--- config.mk ---
export PLATFORM = sky130hd
export DESIGN_NAME = bgi_ram
export DESIGN_NICKNAME = d
export VERILOG_FILES = /design/src/rtl/core/bgi_ram.sv
export SDC_FILE = /design/constraint.sdc
export NUM_CORES = 2
export LEC_CHECK = 0
export BUFFER_PORTS_ARGS = -buffer_cell sky130_fd_sc_hd__buf_2
export CORE_UTILIZATION = 50
export CTS_BUF_LIST = sky130_fd_sc_hd__clkbuf_4
export CTS_CLUSTER_DIAMETER = 80
export DETAILED_ROUTE_END_ITERATION = 10
export PLACE_DENSITY = 0.76
export SLEW_MARGIN = 20
export SYNTH_ARGS = -nofsm -noshare
export SYNTH_HDL_FRONTEND = slang
export SYNTH_SLANG_ARGS = --single-unit
--- constraint.sdc ---
create_clock -name i_clk -period 3 [get_ports i_clk]
set_input_delay 0 -clock i_clk [delete_from_list [all_inputs] [get_ports i_clk]]
set_output_delay 0 -clock i_clk [all_outputs]
set_load 0.02 [all_outputs]
--- src/rtl/core/bgi_ram.sv ---
`default_nettype none
module bgi_ram #(
    parameter int WIDTH = 32,
    parameter int DEPTH = 64
) (
    input  wire logic                     i_clk,
    input  wire logic                     i_we,
    input  wire logic [$clog2(DEPTH)-1:0] i_waddr,
    input  wire logic [WIDTH-1:0]         i_wdata,
    input  wire logic [$clog2(DEPTH)-1:0] i_raddr,
    output logic      [WIDTH-1:0]         o_rdata
);
    logic [WIDTH-1:0] r_mem [DEPTH];

    always_ff @(posedge i_clk) begin
        if (i_we) begin
            r_mem[i_waddr] <= i_wdata;
        end
        o_rdata <= r_mem[i_raddr];
    end
endmodule
`default_nettype wire

# [After elaboration in Yosys (flattened, before gate mapping)]
# Memories as Yosys holds them, arrays and structs flattened. A register that Yosys moved wholly into a read port is not among the register bits.
# Cells that the tools add are included.
[totals] register_bits=0 latch_bits=0 ram_bits=2048 mem_bits_ro=0 in_bits=46 out_inout_bits=32 mem_count=1
[memory_table] name="r_mem" depth=64 word_bits=32 rd=1 rd_ports_with_merged_regs=1 wr=1 line_no="13" text="logic [WIDTH-1:0] r_mem [DEPTH];"
[classes] n_addsub=0 mul=0 div=0 n_lt_le_gt_ge=0 n_eq_ne=0 n_shift=0 mux=2 n_bitwise=0 reduce_logical=0
[ops] cell="$mux W1" count=2

# [Longest topological paths before layout]
[depth] depth_word=2 ltp_mapped=10 depth_no_buf=5

# [Worst setup path after synthesis]
# OpenSTA, ideal clock, no wires.
[synth_path] kind="in2reg" from="input i_waddr[3]" to="memory r_mem[48][0], enable pin" setup_time_ns=0.461 arrival_ns=2.699 required_ns=2.539 setup_slack_ns=-0.160 cell_stages=4 cell_sequence="clkbuf_1 > nor2b_1 > nand4b_1 > nor3_1"
[synth_rtl] element="from (decl)" line_no="8" text="input wire logic [$clog2(DEPTH)-1:0] i_waddr,"
[synth_rtl] element="to (decl)" line_no="13"
# Straight into the memory's write port.

==> flow_summary.toml <==
[status]
run_status = "finished, final reports clean"

[floorplan]
die_h_um = 398
initial_utilization_pct = 50.3
io_pins = 78
die_w_um = 398
fp.coreArea_mm2 = 0.156
rows = 145
die_area_mm2 = 0.159

[synthesis]
synthesis.nets = 3370
yosysSeqAreaShare_pct = 79.1
post_synth_instance_area_mm2 = 0.0785
number_of_instances_in_the_synthesized_netlist = 3324
synth_seq_cells = 2080
main_synth_ff_type = "sky130_fd_sc_hd__edfxtp_1"
leading_cell_types_by_total_area_after_synthesis = "sky130_fd_sc_hd__edfxtp_1, sky130_fd_sc_hd__mux4_2, sky130_fd_sc_hd__mux2i_1, sky130_fd_sc_hd__dfxtp_1, sky130_fd_sc_hd__o22ai_1"
yosysWarningCount = 0
synth-edff-count = 2048
yosysTopAreaCell = "sky130_fd_sc_hd__edfxtp_1"
async_set_reset_flop_share_out_of_synthesis_pct = 0
mean_post_synth_cell_area_um2 = 23.6
synth.lib_cells_used.distinct = 34
netlist.area_leader.share_pct = 78.3

[global_routing]
largest_net_degree_at_the_start_of_global_routing = 70
first_pass_grt_wire_length_um = 282000
grt_antenna_before_repair = 14
global_route.overflow_total = 0
grtUsageTotal_pct = 25.2
number_of_global_route_vias_before_repair = 40800

[setup_path]
max_stage_delay_ps = 580
slowest_stage_cell_on_the_critical_path = "sky130_fd_sc_hd__dlygate4sd3_1"
cpMostUsedCell = "sky130_fd_sc_hd__dlygate4sd3_1"
critical_path.startpoint_type = "input port"
crit_arrival_ps = 4060
worst-endpoint-required_ps = 4190
setup.worst_path.end_class = "register"
cp_cell_sequence = "dlygate4sd3_1 -> buf_8 -> buf_12 -> buf_4 -> mux4_2 -> mux4_2 -> dlygate4sd3_1 -> o22ai_1 -> dlygate4sd3_1 -> nor2_1"
critical_path.max_fanout = 34
criticalPathCategory = "input port to register"

[timing]
worst_slack_ps = 126
post-route-min-period_ps = 2870
peak_freq_mhz = 348
final_min_period_over_clock_period_pct = 95.8
hold_viol = 0
worst_case_headroom_to_the_max_slew_limit_pct = 23.8
skew_ps = 102
final-setup-viol-count = 0
maxSlewViolCount = 0
grt_setup_unrepaired = "false"
worst_slew_pin_slew_ps = 1140

[flow_run]
max-cap-violations = 0

[detailed_routing]
routed_via_density = 6.22
route.detailed.drc = 0
via_count = 40300
drt_first_iter_violations = 5510
drt_first_pass_iters = 5
avgRoutedWirePerCell_um = 30.5
drt_wirelength_um = 198000
ant_nets = 0

[placement]
replace_congestion = 0.802
placement.io_buffers = 77
detailedPlace.worstSlack_ps = -34.0
place_area_mm2 = 0.0833
dp.final_hpwl_um = 108000

[min_path]
min-delay-path-class = "input port to register"

[final_layout]
area_growth_pct = 15.9
fin_nets = 4078
filler_cell_count = 10800
final_area_mm2 = 0.0910
drive_above_1_share_pct = 37.8
sequential_cell_area_mm2 = 0.0621
multi_input_area_mm2 = 0.0160

[clock_tree]
worst_setup_hold_path_clk_slew_ps = 70
cts_sink_cnt = 2080
cts.root.buffer_cell = "sky130_fd_sc_hd__clkbuf_4"
cts_tree = "done"
clock_tree.htree_level_count = 5
inserted_clock_buffers = 493
clk-insertion-delay-late_ps = 1350
cts-root-to-sink-buffers = 4

[power]
leakage_nw = 29.2
total_power_mw = 57.7
vdd_ir_drop_max_uv = 433
power_per_cell_area_mw_per_mm2 = 634
## path summary, 6_finish.rpt
path | start | end | slack [ps] | cells after the start
worst min register to register | r_mem[12][8] | o_rdata[8] | 760 | 4
worst min-delay path | i_raddr[1] | o_rdata[0] | 120 | 7
worst max register to register | r_mem[39][28] | o_rdata[28] | 170 | 6
worst max-delay path | i_raddr[0] | o_rdata[29] | 130 | 10
## metal layers
metal	global-route usage (%)	wire length, um
met5	0	81
met4	10.7	7320
met3	5.73	22900
met2	39.1	94900
met1	34.5	72300
## cell usage after synthesis, types with 4 or more instances
master and instances:
sky130_fd_sc_hd__mux4_2 544, sky130_fd_sc_hd__mux2i_1 93, sky130_fd_sc_hd__o221ai_1 27, sky130_fd_sc_hd__o32ai_1 4
sky130_fd_sc_hd__nand3_1 5, sky130_fd_sc_hd__o22ai_1 84, sky130_fd_sc_hd__nand2b_1 8, sky130_fd_sc_hd__nor2_1 137
sky130_fd_sc_hd__buf_1 21, sky130_fd_sc_hd__and3_1 4, sky130_fd_sc_hd__nor2b_1 15, sky130_fd_sc_hd__a22oi_1 12
sky130_fd_sc_hd__dfxtp_1 32, sky130_fd_sc_hd__a21oi_1 62, sky130_fd_sc_hd__edfxtp_1 2048, sky130_fd_sc_hd__buf_2 57
sky130_fd_sc_hd__buf_4 25, sky130_fd_sc_hd__nand2_1 26, sky130_fd_sc_hd__nor3_1 7, sky130_fd_sc_hd__buf_6 5
sky130_fd_sc_hd__a311oi_1 8, sky130_fd_sc_hd__a41o_1 4, sky130_fd_sc_hd__clkbuf_1 74, sky130_fd_sc_hd__nand3b_1 5
## critical path: cells and delay by family
family                 cells  cell delay, ps
AOI/OAI and AO/OA          1             140
buffers and inverters      6            2720
muxes                      2            1000
and+or+nand+nor            1              50
## layout make-up
cell class | count | area share (%)
antenna | 11 | 0.0303
clock inverter | 126 | 0.637
sequential | 2080 | 68.3
tap | 2058 | 2.83
timing repair buffer | 395 | 4.49
clock buffer | 745 | 6.15
multi-input combinational | 1062 | 17.6
## cell usage in the layout (no fill, tap or decap), types with 7 or more instances in the layout
cell,synthesis,layout
sky130_fd_sc_hd__clkbuf_4,0,745
sky130_fd_sc_hd__buf_12,0,63
sky130_fd_sc_hd__buf_16,0,11
sky130_fd_sc_hd__mux2i_1,93,93
sky130_fd_sc_hd__a22oi_1,12,12
sky130_fd_sc_hd__diode_2,0,11
sky130_fd_sc_hd__clkinv_2,0,7
sky130_fd_sc_hd__dfxtp_1,32,32
sky130_fd_sc_hd__a311oi_1,8,8
sky130_fd_sc_hd__clkinv_1,0,111
sky130_fd_sc_hd__dlygate4sd3_1,0,102
sky130_fd_sc_hd__nand2_1,26,26
sky130_fd_sc_hd__nor2_1,137,75
sky130_fd_sc_hd__mux4_2,544,544
sky130_fd_sc_hd__nand2b_1,8,7
sky130_fd_sc_hd__o221ai_1,27,27
sky130_fd_sc_hd__a21oi_1,62,62
sky130_fd_sc_hd__edfxtp_1,2048,2048
sky130_fd_sc_hd__nor2_4,0,62
sky130_fd_sc_hd__nor2b_1,15,15
sky130_fd_sc_hd__buf_2,57,67
sky130_fd_sc_hd__buf_4,25,148
sky130_fd_sc_hd__o22ai_1,84,84
## per-stage QoR
stage,utilization [%],hold slack (ps),TNS (ps),cells
floorplan,-,98.9,0,3324
global placement,53.4,429,0,5473
detailed placement,53.4,427,-34.0,5473
CTS,58.3,3.29,0,6461
global route,58.3,78.5,0,6472
finish,58.3,116,0,6477
## power by group
group	switching, mW	internal [mW]	leakage, nW
clock	10.7	11.5	3.69
combinational	1.91	1.30	6.83
sequential	0.155	32.2	18.7
## state kept, by name (all words and copies together) (netlist names)
register and flops:
o_rdata 32, r_mem 2048
## cell families after synthesis
family / count (synthesis) / synth area share, %
compound gates: 202 / 1.67
buf+inv: 182 / 1.13
flops: 2080 / 79.1
mux: 637 / 16.8
simple gates: 223 / 1.27
## repair_timing
item	4_1_cts	5_1_grt
gates resized for setup	0	0
hold endpoints to repair	4057	381
setup endpoints to repair	0	12
hold buffers	117	6
setup buffers	0	0
No activity file was read; power rests on OpenSTA's default activity.
