File: src/rtl/core/bgi_div.sv
`default_nettype none
// Restoring divider, one quotient bit per cycle, round half away from zero.
module bgi_div #(
    parameter int NW = 128,
    parameter int DW = 64
) (
    input  wire logic          i_clk,
    input  wire logic          i_rst_n,
    input  wire logic          i_start,
    input  wire logic [NW-1:0] i_num,
    input  wire logic [DW-1:0] i_den,
    output logic               o_done,
    output logic [NW-1:0]      o_quot
);
    localparam int CW = $clog2(NW + 1);

    logic [NW-1:0] r_n;
    logic [NW-1:0] r_q;
    logic [DW:0]   r_rem;
    logic [DW-1:0] r_d;
    logic [CW-1:0] r_cnt;
    logic          r_busy;
    logic          r_fin;
    logic [DW:0]   n_sh;
    logic [DW:0]   n_diff;
    logic [DW:0]   n_twice;

    always_comb begin
        n_sh    = {r_rem[DW-1:0], r_n[NW-1]};
        n_diff  = n_sh - {1'b0, r_d};
        n_twice = {r_rem[DW-1:0], 1'b0};
    end

    always_ff @(posedge i_clk) begin
        if (!i_rst_n) begin
            r_busy <= 1'b0;
            r_fin  <= 1'b0;
            r_cnt  <= '0;
        end else begin
            r_fin <= 1'b0;
            if (i_start) begin
                r_busy <= 1'b1;
                r_cnt  <= CW'(NW);
            end else if (r_busy) begin
                if (r_cnt == '0) begin
                    r_busy <= 1'b0;
                    r_fin  <= 1'b1;
                end else begin
                    r_cnt <= r_cnt - 1'b1;
                end
            end
        end
    end

    always_ff @(posedge i_clk) begin
        if (i_start) begin
            r_n   <= i_num;
            r_d   <= i_den;
            r_rem <= '0;
            r_q   <= '0;
        end else if (r_busy) begin
            if (r_cnt != '0) begin
                r_n <= {r_n[NW-2:0], 1'b0};
                if (!n_diff[DW]) begin
                    r_rem <= n_diff;
                    r_q   <= {r_q[NW-2:0], 1'b1};
                end else begin
                    r_rem <= n_sh;
                    r_q   <= {r_q[NW-2:0], 1'b0};
                end
            end else if (n_twice >= {1'b0, r_d}) begin
                r_q <= r_q + 1'b1;
            end
        end
    end

    assign o_done = r_fin;
    assign o_quot = r_q;
endmodule
`default_nettype wire

File: config.mk
export PLATFORM = sky130hd
export DESIGN_NAME = bgi_div
export DESIGN_NICKNAME = d
export VERILOG_FILES = /design/src/rtl/core/bgi_div.sv
export SDC_FILE = /design/constraint.sdc
export NUM_CORES = 1
export LEC_CHECK = 0
export BUFFER_PORTS_ARGS = -buffer_cell sky130_fd_sc_hd__buf_2
export CORE_ASPECT_RATIO = 0.6
export CORE_MARGIN = 10
export CORE_UTILIZATION = 25
export DETAILED_ROUTE_END_ITERATION = 7
export MAX_ROUTING_LAYER = met4
export SYNTH_ARGS = -nofsm -noshare
export SYNTH_HDL_FRONTEND = slang
export SYNTH_SLANG_ARGS = --single-unit
export TNS_END_PERCENT = 10
File: constraint.sdc
create_clock -name i_clk -period 5.55 [get_ports i_clk]
set_input_delay 0.555 -clock i_clk [delete_from_list [all_inputs] [get_ports i_clk]]
set_output_delay 0.555 -clock i_clk [all_outputs]
set_load 0.005 [all_outputs]
* After elaboration in Yosys (flattened, before gate mapping) *
Cells that the tools add are included.

storage, ports and cells
  memories = 0
  memory bits (writable) = 0
  flip-flop bits (word level) = 394
  bits in latches = 0
  bits in read-only memories = 0

operators by class
  reductions and logical operators = 12
  bitwise operators = 3
  mux-type cells = 14
  $add $sub $neg = 3
  multiply operators = 0
  div/mod/pow operators = 0
  magnitude comparators = 1
  equality and inequality tests = 1
  shifts and indexed selects = 0

operators with widths
  kind                                                                count
  128-bit two-way mux                                                 5
  128-bit by 1-bit adder with 128-bit output, second input constant   1
  65-bit by 64-bit greater-or-equal comparator with 1-bit output      1
  65-bit by 64-bit subtractor with 65-bit output                      1
  64-bit two-way mux                                                  1
  8-bit two-way mux                                                   3
  2-bit AND reduction                                                 5
  8-bit logical NOT                                                   1
  8-bit nonzero test                                                  1
  8-bit by 1-bit subtractor with 8-bit output, second input constant  1
  2-bit nonzero test                                                  3
  1-bit two-way mux                                                   5
  1-bit NOT                                                           3
  3-bit OR reduction                                                  1
  2-bit inequality test, second input constant                        1
  2-bit OR reduction                                                  1

* Depth between registers and ports, before layout *
  depth after elaboration = 4
  gate-level depth with buffers = 16
  gate-level depth less buffers = 13

* Worst setup path after synthesis *
Ideal clock, no wire load.

  kind = in2reg
  from = input port i_start
  to = register r_n[0] (enable)
  arrival = 4.181 ns
  required time = 5.040 ns
  library setup time = 0.510 ns
  slack = 0.859 ns
  cell stages on the path = 3
  cells stage by stage = clkbuf_1 clkbuf_1 nand2b_1

on the way
  longest elaborated chain between the ends = 2
  elaborated cells between the ends (all ways) = 3
  those cells by class = reduce/logical: 3

RTL lines
  item                               RTL line  text
  from (decl)                        9         input wire logic i_start,
  2-bit nonzero test (no line)       -
  2-bit AND reduction (no line) (*)  -
  to (signal assigned)               57        r_n <= i_num;
  to (signal assigned)               63        r_n <= {r_n[NW-2:0], 1'b0};
  to (decl)                          17        logic [NW-1:0] r_n;

Every way passes the cells marked *; elsewhere a longest branch is shown, timed or not.
A chain may end at the register's enable or synchronous reset.

* Final worst setup path *
  from = register r_d[44]
  to = register r_q[121] (netlist: o_quot[121])

on the way
  longest elaborated chain between the ends = 3

RTL lines
  item                                                            RTL line  text
  from (decl)                                                     20        logic [DW-1:0] r_d;
  from (signal assigned)                                          58        r_d <= i_den;
  65-bit by 64-bit greater-or-equal comparator with 1-bit output  71        end else if (n_twice >= {1'b0, r_d}) begin
  2-bit nonzero test (no line)                                    -
  2-bit AND reduction (no line)                                   -
  to (signal assigned)                                            66        r_q <= {r_q[NW-2:0], 1'b1};
  to (signal assigned)                                            69        r_q <= {r_q[NW-2:0], 1'b0};
  to (signal assigned)                                            72        r_q <= r_q + 1'b1;
  to (decl)                                                       18        logic [NW-1:0] r_q;

Every way passes these cells.

==> run metrics <==
CP max stage delay=between 500 and 600 ps; r2r endpoint=o_quot[121]; clock slew at reported path FFs=60 ps; Worst R2R Path Depth=14; outcome=finished clean; asr flop ratio synth=0; fillcell total=9876; # DRC=0; Yosys cell types=91; FF-to-FF Start=r_d[44]; vias per cell=5.12; Worst-Skew Late Latency=between 600 and 700 ps; Worst Setup Start Kind=flip-flop; EDFF count, synth=192; post-CTS setup buffer count=0; post-route antenna net violation count=0; Max VDD drop=212 uV; hold crit path type=in -> reg; post-CTS sizing=0; Final Cell Area=about 27000 sq um; critical-path cell list=inv_1, ha_1, a21oi_1, o21ai_0, a21o_1, o21bai_1, a221oi_1, o2111ai_1, nand3_2, buf_4, buf_4, o21ai_1, a22oi_1, nor2_1; Clock Sink Count=about 390; I/O Pins=324; setup TNS=0 ps; Worst Hold Depth=1; total number of vias=21172; crit path DAT=4580 ps; Cell Area, Placed=26000 sq um; Pins Over Slew Limit=0; Main synth FF type=dfxtp_1; max frequency=~240 MHz; initial antenna violation count=14; Power Dens Cells=308 nW/um^2; Die Ht=around 260 microns; met2 wire length=31000 microns; Starting DRT DRC Count=1979; first-pass GRT wire length=119000 microns; routed wl met3=approximately 8000 microns; Avg Inst Size Synth=8.81 sq um; minimum clock period=between 4000 and 5000 ps; #FFs+latches synth=between 300 and 400; RSZ-0062 raised after global routing=no; CP max-delay cell=buf_4; Total GRT Usage=0.144; clk buf depth=3; TritonCTS clock tree=yes; WP data required=5970 ps; port bufs=323; worst slack, placed=roughly 1500 ps; gr ovfl total=0; Setup-failing EPs final=0; worst slew pin tran=991 ps; period utilization=0.749; setup ws final=around 1400 ps; reg-to-reg setup timing slack=1390 ps; wl on met1=38100 microns; most used cell, CP=buf_4; Net Count, Synth=roughly 2900; Site Rows=86; H-Tree Level Count=2; top sig layer=met4; total wire length=79000 microns; largest net degree at the start of global routing=163; critical path class=reg -> reg; Hold Crit Endpoint=r_d[56]; NumNets Final=3126; clock buffer count from CTS=44; Max Clock Skew=55.5 ps; length of the first detailed-routing pass in iterations=6; hold_buf cts=0; Initial Util=0.253; Die X=414 microns; Crit Path Max Fanout=43; core area=92100 sq um; number of global-route vias before repair=18813; Fin. Hold Viols=0; fraction of layout cells with a size suffix above 1=0.200; Layout area overhead=17.7%; Root Buffer=clkbuf_16; Max Cap Violations=0; Die Area=106000 sq um; Netlist Area Pre-Place=approximately 23000 sq um; routability cong.=between 0.9 and 1; Hold Path Origin=i_den[56]; critical path capture point type=flip-flop; WL per Instance=~19 microns; Slew HR=0.338; number of warnings issued by yosys=0; Lkg Pwr=10.1 nW; Post-Syn Instances=2647; sequential area share after synthesis=0.421; dpl hpwl=about 57000 microns
==> metrics by stage <==
step	std cells	power, mW	hold WS (ps)	util
2_1_floorplan	2647	4.96	449	-
3_5_place_dp	4049	5.53	473	0.283
4_1_cts	4127	8.54	50.9	0.298
3_3_place_gp	4049	5.52	466	0.283
6_report	4139	8.45	113	0.298
5_1_grt	4139	8.90	55.5	0.298
==> area by class of cell <==
class	count	area, sq um	share of cell area
clock buffer	51	1150	0.0418
antenna	12	30.0	0.00109
sequential	394	9810	0.357
tap	1232	1540	0.0562
clock inverter	27	253	0.00921
multi-input combinational	1981	12500	0.455
timing repair buffer	340	1800	0.0657
inverter	102	383	0.0139
==> worst max path at each step <==
stage	startpoint	endpoint	slack, ps	cells after the start
after floorplan	i_start	r_n[0]	860	3
after global placement	r_d[44]	o_quot[121]	1450	14
after detailed placement	r_d[44]	o_quot[101]	1470	14
after CTS	r_d[44]	o_quot[121]	1380	14
after global routing	r_d[44]	o_quot[121]	1070	14
final	r_d[44]	o_quot[121]	1390	14
==> layer usage <==
| metal | track usage | up-vias |
|---|---|---|
| met2 | 0.183 | 893 |
| li1 | - | 10225 |
| met3 | 0.0452 | 87 |
| met4 | 0.0430 | 0 |
| met1 | 0.209 | 9967 |
| met5 | - | - |
==> Yosys cell counts, drive strengths merged (4+ instances only) <==
cell     number  area (sq um)
nor3         53           275
dfxtp       202          4040
edfxtp      192          5770
a211oi       71           533
nand3b        7          52.6
o22ai         6          37.5
a2111oi       4          60.1
a311oi        8          70.1
a31oi        17           106
o21ai       199           996
o31ai        29           223
a2bb2oi       8          70.1
nand4        71           459
a22o         21           184
mux2i        47           470
and4          7          63.8
xnor2        35           307
ha           67           838
nand2       241           905
and2         24           150
inv         102           383
nand3        89           455
nand2b       15          93.8
o31a          7          61.3
nor3b         6          45.0
and3         35           225
or4           6          48.8
o21bai       21           158
nor2b        11          68.8
a21oi       227          1140
buf          31           165
a221oi        7          61.3
xor2         20           175
a21o         33           248
a22oi        45           338
o2111ai       4          35.0
mux2        132          1490
o21a         12          90.1
nor4         29           188
clkbuf      139           522
o211ai        7          52.6
or2          10          62.6
nor2        296          1130
or3          19           124
==> state kept, by name, summed over array words and instances (netlist names) <==
name    cells
r_cnt       8
r_busy      1
r_n       128
r_rem      64
o_quot    128
r_d        64
o_done      1
==> cells by family (layout without fill, tap and decap cells) <==
logic type,Yosys count,count (layout),synth area share
AO/OA/AOI/OAI,753,753,0.202
flip-flops,394,394,0.421
XOR/XNOR,55,55,0.0207
buffers and inverters,272,520,0.0459
multiplexers,179,179,0.0839
other,0,12,0
adder cells (fa/ha/maj),68,68,0.0368
AND/OR/NAND/NOR,926,926,0.190
==> placed cells by master (no fill, tap or decap), types with 31 or more instances in the layout <==
master | netlist | layout
a21oi_1 | 225 | 225
a211oi_1 | 71 | 71
nand2_1 | 241 | 240
o21ai_0 | 185 | 185
edfxtp_1 | 192 | 192
dfxtp_1 | 202 | 202
ha_1 | 67 | 67
a21o_1 | 33 | 33
mux2i_1 | 47 | 47
mux2_2 | 131 | 131
and3_1 | 33 | 31
nand4_1 | 70 | 70
a22oi_1 | 45 | 45
nor3_1 | 51 | 51
inv_1 | 101 | 101
buf_2 | 21 | 322
xnor2_1 | 35 | 34
clkbuf_16 | 0 | 44
nor2_1 | 294 | 294
nand3_1 | 87 | 85
==> power breakdown <==
part	switching [mW]	internal (mW)
Combinational	1.33	0.742
Sequential	0.121	3.32
Clock	1.35	1.60
Total	2.80	5.65
==> worst max-delay path, delay by kind of cell, from the launching register on <==
family / cells / cell delay, ps
buffers and inverters: 3 / 1000
DFF: 1 / 360
and+or+nand+nor: 2 / 220
AOI/OAI and AO/OA: 8 / 2010
adders and majority gates: 1 / 320
Power figures use the tool's default switching activity.
